--- src/gcfp_pkg.sv ---
`default_nettype none

package gcfp_pkg;

  localparam int FRAME_MAX_LEN = 64;
  localparam int FL_W = $clog2(FRAME_MAX_LEN);

  localparam logic [7:0] CH_DOLLAR = 8'h24;
  localparam logic [7:0] CH_HASH   = 8'h23;
  localparam logic [7:0] CH_COMMA  = 8'h2C;
  localparam logic [7:0] CH_MINUS  = 8'h2D;
  localparam logic [7:0] CH_ZERO   = 8'h30;
  localparam logic [7:0] CH_NINE   = 8'h39;

  localparam logic [16:0] ACC_MAX = 17'h1FFFF;
  localparam logic [6:0]  CIF_MAX = 7'd127;

  localparam logic [2:0] FIELD_PAN   = 3'd2;
  localparam logic [2:0] FIELD_TILT  = 3'd3;
  localparam logic [2:0] FIELD_MODE  = 3'd4;
  localparam logic [2:0] FIELD_EXTRA = 3'd5;

  localparam logic [6:0] PREFIX_LEN = 7'd3;

  localparam logic [23:0] PREFIX_TEXT [2] = '{"$GM", "CMD"};
  localparam logic [39:0] MODE_TEXT [4] = '{"TRACK", "AIMED", "HOLD ", "STOP "};
  localparam logic [6:0]  MODE_LEN [4] = '{7'd5, 7'd5, 7'd4, 7'd4};

  typedef enum logic [2:0] {
    ST_OK          = 3'd0,
    ST_PENDING     = 3'd1,
    ST_FIELD_COUNT = 3'd2,
    ST_PREFIX      = 3'd3,
    ST_PAN         = 3'd4,
    ST_TILT        = 3'd5,
    ST_MODE        = 3'd6
  } status_t;

  typedef enum logic [1:0] {
    REG_PAN_MIN  = 2'd0,
    REG_PAN_MAX  = 2'd1,
    REG_TILT_MIN = 2'd2,
    REG_TILT_MAX = 2'd3
  } reg_idx_t;

  typedef enum logic [1:0] {
    MODE_TRACK = 2'd0,
    MODE_AIMED = 2'd1,
    MODE_HOLD  = 2'd2,
    MODE_STOP  = 2'd3
  } mode_t;

  typedef struct packed {
    logic [16:0] acc;
    logic        neg;
    logic        bad;
    logic        seen;
  } num_t;

  typedef struct packed {
    logic            collecting;
    logic            overflowed;
    logic [FL_W-1:0] frame_length;
    logic [2:0]      field_index;
    logic [6:0]      char_in_field;
    logic            prefix_ok;
    num_t            pan;
    num_t            tilt;
    logic [3:0]      mode_match;
  } gcfp_state_t;

  typedef struct packed {
    logic signed [15:0] pan_min;
    logic signed [15:0] pan_max;
    logic signed [15:0] tilt_min;
    logic signed [15:0] tilt_max;
  } gcfp_bounds_t;

  typedef struct packed {
    status_t            status;
    logic signed [15:0] pan_value;
    logic signed [15:0] tilt_value;
    mode_t              mode_code;
  } gcfp_result_t;

  function automatic logic [7:0] prefix_char(input logic f, input logic [1:0] i);
    logic [23:0] t;
    t = PREFIX_TEXT[f];
    case (i)
      2'd0:    prefix_char = t[23:16];
      2'd1:    prefix_char = t[15:8];
      2'd2:    prefix_char = t[7:0];
      default: prefix_char = 8'h00;
    endcase
  endfunction

  function automatic logic [7:0] mode_char(input logic [1:0] k, input logic [2:0] i);
    logic [39:0] t;
    t = MODE_TEXT[k];
    case (i)
      3'd0:    mode_char = t[39:32];
      3'd1:    mode_char = t[31:24];
      3'd2:    mode_char = t[23:16];
      3'd3:    mode_char = t[15:8];
      3'd4:    mode_char = t[7:0];
      default: mode_char = 8'h00;
    endcase
  endfunction

  // one character of a numeric field
  function automatic num_t num_step(input num_t n, input logic [7:0] c, input logic first);
    num_t        r;
    logic [20:0] v;
    r = n;
    v = '0;
    if (first && c == CH_MINUS) begin
      r.neg = 1'b1;
    end else if (c >= CH_ZERO && c <= CH_NINE) begin
      v = {4'b0, n.acc} * 21'd10 + {13'b0, 8'(c - CH_ZERO)};
      r.acc = (v > {4'b0, ACC_MAX}) ? ACC_MAX : v[16:0];
    end else begin
      r.bad = 1'b1;
    end
    r.seen = 1'b1;
    return r;
  endfunction

endpackage

`default_nettype wire

--- src/gcfp_ifs.sv ---
`default_nettype none

interface gcfp_byte_if;
  logic       valid;
  logic       ready;
  logic [7:0] rx_byte;

  modport source (output valid, output rx_byte, input ready);
  modport sink (input valid, input rx_byte, output ready);
endinterface

interface gcfp_result_if;
  logic               valid;
  logic               ready;
  logic [2:0]         status;
  logic signed [15:0] pan_value;
  logic signed [15:0] tilt_value;
  logic [1:0]         mode_code;

  modport source (output valid, output status, output pan_value, output tilt_value,
                  output mode_code, input ready);
  modport sink (input valid, input status, input pan_value, input tilt_value,
                input mode_code, output ready);
endinterface

interface gcfp_cfg_if;
  logic        valid;
  logic        ready;
  logic [1:0]  index;
  logic [15:0] data;

  modport source (output valid, output index, output data, input ready);
  modport sink (input valid, input index, input data, output ready);
endinterface

`default_nettype wire

--- src/gimbal_command_frame_parser.sv ---
// Gimbal command frame parser: byte stream in, one status beat out per byte.
// rx: one received byte per beat (valid/ready). result: one beat per input
// byte carrying status, pan_value, tilt_value and mode_code; the values are
// nonzero only on a frame end with status ok. cfg: writes the pan/tilt bounds
// by index (0 pan_min, 1 pan_max, 2 tilt_min, 3 tilt_max); always ready, and
// meant to be written only while no byte is in flight.
// A byte passes an input register and then the field tracker and verdict
// logic into the result register. One byte per cycle is sustained while the
// receiver takes each result beat; the frame state is a single register
// updated once per byte as it moves into the result register.
// Reset clears the frame state, empties both registers and loads the bounds
// with the full signed 16-bit range.
// When the receiver stalls, the result register holds its beat, the input
// register takes one more byte, and then rx.ready drops until the result
// beat is taken.
`default_nettype none

module gimbal_command_frame_parser
  import gcfp_pkg::*;
(
  input wire logic     clk,
  input wire logic     rst,
  gcfp_byte_if.sink    rx,
  gcfp_result_if.source result,
  gcfp_cfg_if.sink     cfg
);

  logic         a_valid;
  logic [7:0]   byte_r;
  logic         b_load;
  logic         res_valid;
  gcfp_result_t res_r;
  gcfp_result_t verdict;
  gcfp_bounds_t bounds;
  gcfp_state_t  st;
  gcfp_state_t  view;
  logic         frame_end;

  assign b_load = a_valid && (!res_valid || result.ready);
  assign rx.ready = !a_valid || b_load;
  assign cfg.ready = 1'b1;

  always_ff @(posedge clk) begin
    if (rst) begin
      a_valid <= 1'b0;
    end else if (rx.valid && rx.ready) begin
      a_valid <= 1'b1;
    end else if (b_load) begin
      a_valid <= 1'b0;
    end
  end

  always_ff @(posedge clk) begin
    if (rx.valid && rx.ready) byte_r <= rx.rx_byte;
  end

  always_ff @(posedge clk) begin
    if (rst) begin
      bounds.pan_min <= 16'sh8000;
      bounds.pan_max <= 16'sh7FFF;
      bounds.tilt_min <= 16'sh8000;
      bounds.tilt_max <= 16'sh7FFF;
    end else if (cfg.valid) begin
      unique case (reg_idx_t'(cfg.index))
        REG_PAN_MIN:  bounds.pan_min <= cfg.data;
        REG_PAN_MAX:  bounds.pan_max <= cfg.data;
        REG_TILT_MIN: bounds.tilt_min <= cfg.data;
        REG_TILT_MAX: bounds.tilt_max <= cfg.data;
        default:      bounds <= bounds;
      endcase
    end
  end

  gcfp_field_track u_track (
    .clk       (clk),
    .rst       (rst),
    .advance   (b_load),
    .byte_in   (byte_r),
    .st        (st),
    .view      (view),
    .frame_end (frame_end)
  );

  gcfp_verdict u_verdict (
    .view      (view),
    .frame_end (frame_end),
    .bounds    (bounds),
    .result    (verdict)
  );

  always_ff @(posedge clk) begin
    if (rst) begin
      res_valid <= 1'b0;
    end else if (b_load) begin
      res_valid <= 1'b1;
    end else if (result.ready) begin
      res_valid <= 1'b0;
    end
  end

  always_ff @(posedge clk) begin
    if (b_load) res_r <= verdict;
  end

  assign result.valid = res_valid;
  assign result.status = res_r.status;
  assign result.pan_value = res_r.pan_value;
  assign result.tilt_value = res_r.tilt_value;
  assign result.mode_code = res_r.mode_code;

  // a held input byte must not be overwritten
  a_hold: assert property (@(posedge clk) disable iff (rst)
    a_valid && !b_load |=> a_valid && $stable(byte_r))
    else $error("input byte lost while waiting");

  // a byte outside a frame that does not open one reports pending
  a_idle: assert property (@(posedge clk) disable iff (rst)
    b_load && !st.collecting && byte_r != CH_DOLLAR |=> result.status == ST_PENDING)
    else $error("idle byte gave a frame verdict");

  // an overflowed frame closes with a field count error
  a_ovf: assert property (@(posedge clk) disable iff (rst)
    b_load && st.collecting && st.overflowed && byte_r == CH_HASH
    |=> result.status == ST_FIELD_COUNT)
    else $error("overflowed frame not reported");

  // values are zero unless the frame passed every check
  a_zero: assert property (@(posedge clk) disable iff (rst)
    result.valid && result.status != ST_OK
    |-> result.pan_value == '0 && result.tilt_value == '0 && result.mode_code == '0)
    else $error("payload set on a failed beat");

endmodule

`default_nettype wire

--- src/gcfp_field_track.sv ---
`default_nettype none

module gcfp_field_track
  import gcfp_pkg::*;
(
  input  wire logic        clk,
  input  wire logic        rst,
  input  wire logic        advance,
  input  wire logic [7:0]  byte_in,
  output gcfp_state_t      st,
  output gcfp_state_t      view,
  output logic             frame_end
);

  gcfp_state_t st_next;

  always_comb begin
    view = st;
    frame_end = 1'b0;

    if (byte_in == CH_DOLLAR) begin
      view.collecting = 1'b1;
      view.overflowed = 1'b0;
      view.frame_length = '0;
      view.field_index = '0;
      view.char_in_field = '0;
      view.prefix_ok = 1'b1;
      view.pan = '0;
      view.tilt = '0;
      view.mode_match = 4'hF;
    end

    if (view.collecting && !view.overflowed) begin
      if (({1'b0, view.frame_length} + (FL_W+1)'(1)) < (FL_W+1)'(FRAME_MAX_LEN)) begin
        view.frame_length = view.frame_length + FL_W'(1);
        if (byte_in == CH_COMMA) begin
          if (view.field_index < FIELD_PAN && view.char_in_field != PREFIX_LEN)
            view.prefix_ok = 1'b0;
          if (view.field_index == FIELD_MODE) begin
            for (int k = 0; k < 4; k++)
              if (view.char_in_field != MODE_LEN[k]) view.mode_match[k] = 1'b0;
          end
          if (view.field_index < FIELD_EXTRA) view.field_index = view.field_index + 3'd1;
          view.char_in_field = '0;
        end else if (byte_in != CH_HASH && view.field_index != FIELD_EXTRA) begin
          if (view.field_index < FIELD_PAN) begin
            if (view.char_in_field >= PREFIX_LEN ||
                byte_in != prefix_char(view.field_index[0], view.char_in_field[1:0]))
              view.prefix_ok = 1'b0;
          end else if (view.field_index == FIELD_PAN) begin
            view.pan = num_step(view.pan, byte_in, view.char_in_field == '0);
          end else if (view.field_index == FIELD_TILT) begin
            view.tilt = num_step(view.tilt, byte_in, view.char_in_field == '0);
          end else begin
            for (int k = 0; k < 4; k++)
              if (view.char_in_field >= MODE_LEN[k] ||
                  byte_in != mode_char(2'(k), view.char_in_field[2:0]))
                view.mode_match[k] = 1'b0;
          end
          if (view.char_in_field != CIF_MAX) view.char_in_field = view.char_in_field + 7'd1;
        end
      end else begin
        view.overflowed = 1'b1;
      end
    end

    st_next = view;
    if (view.collecting && byte_in == CH_HASH) begin
      frame_end = 1'b1;
      st_next.collecting = 1'b0;
      st_next.frame_length = '0;
    end
  end

  always_ff @(posedge clk) begin
    if (rst) begin
      st <= '0;
    end else if (advance) begin
      st <= st_next;
    end
  end

endmodule

`default_nettype wire

--- src/gcfp_verdict.sv ---
`default_nettype none

module gcfp_verdict
  import gcfp_pkg::*;
(
  input  wire gcfp_state_t  view,
  input  wire logic         frame_end,
  input  wire gcfp_bounds_t bounds,
  output gcfp_result_t      result
);

  logic [3:0]         mm;
  logic signed [17:0] pan_s;
  logic signed [17:0] tilt_s;
  logic               pan_out;
  logic               tilt_out;
  mode_t              code;

  always_comb begin
    mm = view.mode_match;
    if (view.field_index == FIELD_MODE) begin
      for (int k = 0; k < 4; k++)
        if (view.char_in_field != MODE_LEN[k]) mm[k] = 1'b0;
    end

    pan_s = view.pan.neg ? -$signed({1'b0, view.pan.acc}) : $signed({1'b0, view.pan.acc});
    tilt_s = view.tilt.neg ? -$signed({1'b0, view.tilt.acc})
                           : $signed({1'b0, view.tilt.acc});

    pan_out = pan_s < $signed({{2{bounds.pan_min[15]}}, bounds.pan_min}) ||
              pan_s > $signed({{2{bounds.pan_max[15]}}, bounds.pan_max});
    tilt_out = tilt_s < $signed({{2{bounds.tilt_min[15]}}, bounds.tilt_min}) ||
               tilt_s > $signed({{2{bounds.tilt_max[15]}}, bounds.tilt_max});

    // lowest matching mode wins
    if (mm[0])      code = MODE_TRACK;
    else if (mm[1]) code = MODE_AIMED;
    else if (mm[2]) code = MODE_HOLD;
    else            code = MODE_STOP;

    result = '0;
    result.status = ST_PENDING;
    if (frame_end) begin
      if (view.overflowed || view.field_index < FIELD_MODE)
        result.status = ST_FIELD_COUNT;
      else if (!view.prefix_ok)
        result.status = ST_PREFIX;
      else if (!view.pan.seen || view.pan.bad)
        result.status = ST_PAN;
      else if (!view.tilt.seen || view.tilt.bad)
        result.status = ST_TILT;
      else if (pan_out)
        result.status = ST_PAN;
      else if (tilt_out)
        result.status = ST_TILT;
      else if (mm == 4'h0)
        result.status = ST_MODE;
      else begin
        result.status = ST_OK;
        result.pan_value = pan_s[15:0];
        result.tilt_value = tilt_s[15:0];
        result.mode_code = code;
      end
    end
  end

endmodule

`default_nettype wire

--- src/flat_wrapper.sv ---
// flat-port wrapper written by rule: the top's interface ports become plain ports
module gimbal_command_frame_parser_flat import gcfp_pkg::*;
  (clk, rst, rx_valid, rx_rx_byte, rx_ready, result_valid, result_status, result_pan_value, result_tilt_value, result_mode_code, result_ready, cfg_valid, cfg_index, cfg_data, cfg_ready);
  gcfp_byte_if rx_i ();
  gcfp_result_if result_i ();
  gcfp_cfg_if cfg_i ();
  input wire logic clk;
  input wire logic rst;
  input wire logic [$bits(rx_i.valid)-1:0] rx_valid;
  input wire logic [$bits(rx_i.rx_byte)-1:0] rx_rx_byte;
  output wire logic [$bits(rx_i.ready)-1:0] rx_ready;
  output wire logic [$bits(result_i.valid)-1:0] result_valid;
  output wire logic [$bits(result_i.status)-1:0] result_status;
  output wire logic [$bits(result_i.pan_value)-1:0] result_pan_value;
  output wire logic [$bits(result_i.tilt_value)-1:0] result_tilt_value;
  output wire logic [$bits(result_i.mode_code)-1:0] result_mode_code;
  input wire logic [$bits(result_i.ready)-1:0] result_ready;
  input wire logic [$bits(cfg_i.valid)-1:0] cfg_valid;
  input wire logic [$bits(cfg_i.index)-1:0] cfg_index;
  input wire logic [$bits(cfg_i.data)-1:0] cfg_data;
  output wire logic [$bits(cfg_i.ready)-1:0] cfg_ready;
  assign rx_i.valid = rx_valid;
  assign rx_i.rx_byte = rx_rx_byte;
  assign rx_ready = rx_i.ready;
  assign result_valid = result_i.valid;
  assign result_status = result_i.status;
  assign result_pan_value = result_i.pan_value;
  assign result_tilt_value = result_i.tilt_value;
  assign result_mode_code = result_i.mode_code;
  assign result_i.ready = result_ready;
  assign cfg_i.valid = cfg_valid;
  assign cfg_i.index = cfg_index;
  assign cfg_i.data = cfg_data;
  assign cfg_ready = cfg_i.ready;
  gimbal_command_frame_parser u_core (.clk(clk), .rst(rst), .rx(rx_i), .result(result_i), .cfg(cfg_i));
endmodule
--- config.mk ---
export PLATFORM = sky130hd
export DESIGN_NAME = gimbal_command_frame_parser_flat
export DESIGN_NICKNAME = d
export VERILOG_FILES = /design/src/gcfp_pkg.sv /design/src/gcfp_ifs.sv /design/src/gimbal_command_frame_parser.sv /design/src/gcfp_field_track.sv /design/src/gcfp_verdict.sv /design/src/flat_wrapper.sv
export SDC_FILE = /design/constraint.sdc
export NUM_CORES = 1
export LEC_CHECK = 0
export BUFFER_PORTS_ARGS = -buffer_cell sky130_fd_sc_hd__buf_2
export CAP_MARGIN = 20
export CORE_MARGIN = 1
export CORE_UTILIZATION = 45
export DETAILED_ROUTE_END_ITERATION = 8
export PLACE_DENSITY = 0.72
export SLEW_MARGIN = 5
export SYNTH_ARGS = -nofsm -noshare
export SYNTH_HDL_FRONTEND = slang
export SYNTH_SLANG_ARGS = --single-unit
--- constraint.sdc ---
create_clock -name clk -period 15 [get_ports clk]
set_input_delay 4.5 -clock clk [delete_from_list [all_inputs] [get_ports clk]]
set_output_delay 4.5 -clock clk [all_outputs]
set_load 0.05 [all_outputs]
==> run metrics <==
Ports 71; most common cell in the netlist nor2_1; Hold-fix buffers, CTS 0; # fillers 3,038; final instance area 15,700 um2; RSZ-0062 raised after global routing no; Reg2Reg Setup Slack 4.45 ns; Setup CP Type reg2reg; Post-Synthesis Net Count 2,025; Starting DRT DRC Count 1,056; Max Fclk 94.8 MHz; Total Die Area 32,900 um2; final setup vio count 0; vias in the first global route 13,000; synth warn 0; cell area power density 69.1 nW/um2; Post-Place Worst Slack 4.70 ns; register area share after synthesis 27.1%; share of cells above drive strength 1 8.79%; Hold Crit Class reg2reg; final hold vios 0; Util after Layout 49.6%; CTS tree yes; Syn-to-layout area delta 8.14%; setup slack after layout 4.45 ns; post-route minimum period 10.55 ns; Clk Latency, worst-skew pair 0.46 ns; Root Buffer clkbuf_16; Post-synth EDFFs 45; Crit path depth 35; die width 181 um; Placeable Area 31,600 um2; Critical-path top delay cell nand4b_2; drt pass-1 iters 8; Wirelength per Cell 17.8 um; chip height 181 um; routability congestion estimate 0.910; Worst Setup EP u_core.result.pan_value[4]; post-CTS resize count 0; final slew viol count 0; post-synth top area cell dfxtp_1; Worst Hold Slack 0.450 ns; Worst Path Arrival 10.82 ns; share of flip-flops with an asynchronous set or reset 0%; Synth top area share 17.8%; Buffers on Ports 69; Max-Slew Margin vs Limit 28.6%; Synth area leaders dfxtp_1 (18%), ha_1 (13%), edfxtp_1 (9.3%), a21oi_1 (5.9%), nor2_1 (5.2%); clock buffer count from CTS 17; worst reg2reg path endpoint u_core.result.pan_value[4]; H-Tree Depth 4; Placed Area 15,100 um2; hold_sp u_core.u_track.st[16]; most frequent CP cell ha_1; Cells after Synth 1,840; clock sink total 174; Routed WL 40,300 um; Netlist cell types 101; delay-heaviest family, CP simple AND/OR/NAND/NOR gates; initial core utilization 45.8%; final setup skew 0.0116 ns; postcts setup bufs 0; Final #Nets 2,037; cell total after placement 2,234; top post-synthesis cells by count nor2_1 (200), nand2_1 (196), a21oi_1 (171); Tot GR Track Use 24.7%; setup_tns 0 ns; Seq cells post-synth 174; Crit. Startpoint u_core.byte_r[4]; Max VDD drop 0.0000802 V; # DRC 0; Pleak 6.85 nW; antenna viol nets, final 0; antenna violations before repair 0; Site Rows 65; synthesized area 14,500 um2; vias per cell 6.00; total grt overflow 0; Antenna diodes 0; Primary FF master, synth dfxtp_1; Worst Tran Pin Value 1.07 ns; largest net degree at the start of global routing 99; Power, Total 1.08 mW; Final Instance Count excl. Fillers 2,267; Worst Setup End Kind flop; reg2reg path depth 35; Avg Cell Area, Syn 7.88 um2; Max Cap Violations 0; first-pass GRT wire length 65,800 um; Reg clk slew, reported paths 0.07 ns; CP peak stage delay 0.80 ns; outcome finished clean; final HPWL from detailed placement 30,600 um; Bufs on Longest Clock Path 2; Buf+Inv Stages, Crit Path 3; CP max FO 46; final period utilization 70.4%; worst reg2reg path startpoint u_core.byte_r[4]; WP data required 15.27 ns; via count 13,600; startpoint types flop
-- power breakdown --
part | switching, mW | internal [mW] | leakage [nW]
Sequential | 0.0116 | 0.495 | 1.45
Combinational | 0.0905 | 0.0404 | 5.12
Clock | 0.204 | 0.241 | 0.277
-- worst min path at each step --
stage	endpoint	slack, ns	depth (start not counted)
finish	u_core.u_track.st[16]	0.45	2
global route	u_core.u_track.st[16]	0.46	2
CTS	u_core.u_track.st[16]	0.45	2
detailed placement	u_core.u_track.st[16]	0.44	2
global placement	u_core.u_track.st[16]	0.44	2
floorplan	u_core.u_track.st[14]	0.43	2
-- metal layers --
metal	vias up	track usage [%]	wire length, um
met5	-	0	0
met4	0	11.1	1400
met3	90	3.51	2260
met2	449	41.2	19000
met1	6416	31.5	17600
li1	6636	-	-
-- sequential cells by signal, summed over array words and instances (netlist names) --
register and cells:
u_core.result.valid 1, u_core.result.tilt_value 16, u_core.byte_r 8, u_core.u_track.st 63, u_core.result.status 3, u_core.a_valid 1
u_core.bounds 64, u_core.result.pan_value 16, u_core.result.mode_code 2
-- cell families after synthesis --
family | after synthesis | synth area share [%]
AND/OR/NAND/NOR | 732 | 25.3
AO/OA/AOI/OAI | 479 | 22.5
buffers and inverters | 199 | 5.32
flip-flops | 174 | 27.1
adder cells (fa/ha/maj) | 155 | 13.5
XOR/XNOR | 90 | 5.44
multiplexers | 10 | 0.708
other | 1 | 0.0259
-- worst register-to-register path: cells and delay by family (launching register included) --
family	cells	cell delay, ns
fa+ha+maj	6	1.57
xor+xnor	2	0.55
buf+inv	3	0.47
compound gates	11	3.15
flops	1	0.51
mux	1	0.10
simple gates	12	4.00
-- area by class of cell --
class	count	area [um2]	share of cell area [%]
clock inverters	11	106	0.678
multi-input cells	1467	9800	62.5
repair buffers	84	464	2.96
flip-flops and latches	174	3930	25.1
clock buffers	21	462	2.94
well taps	402	503	3.21
inverters	108	405	2.59
-- placed cells by master, fill, tap and decap left out, types with 51 or more instances in the layout --
cell type    n
ha_1       151
and2_1      51
buf_2       68
inv_1      105
nor2b_1     53
dfxtp_1    129
nor2_1     200
nand2_1    195
a21oi_1    171
o21ai_0     53
Power figures use the tool's default switching activity.
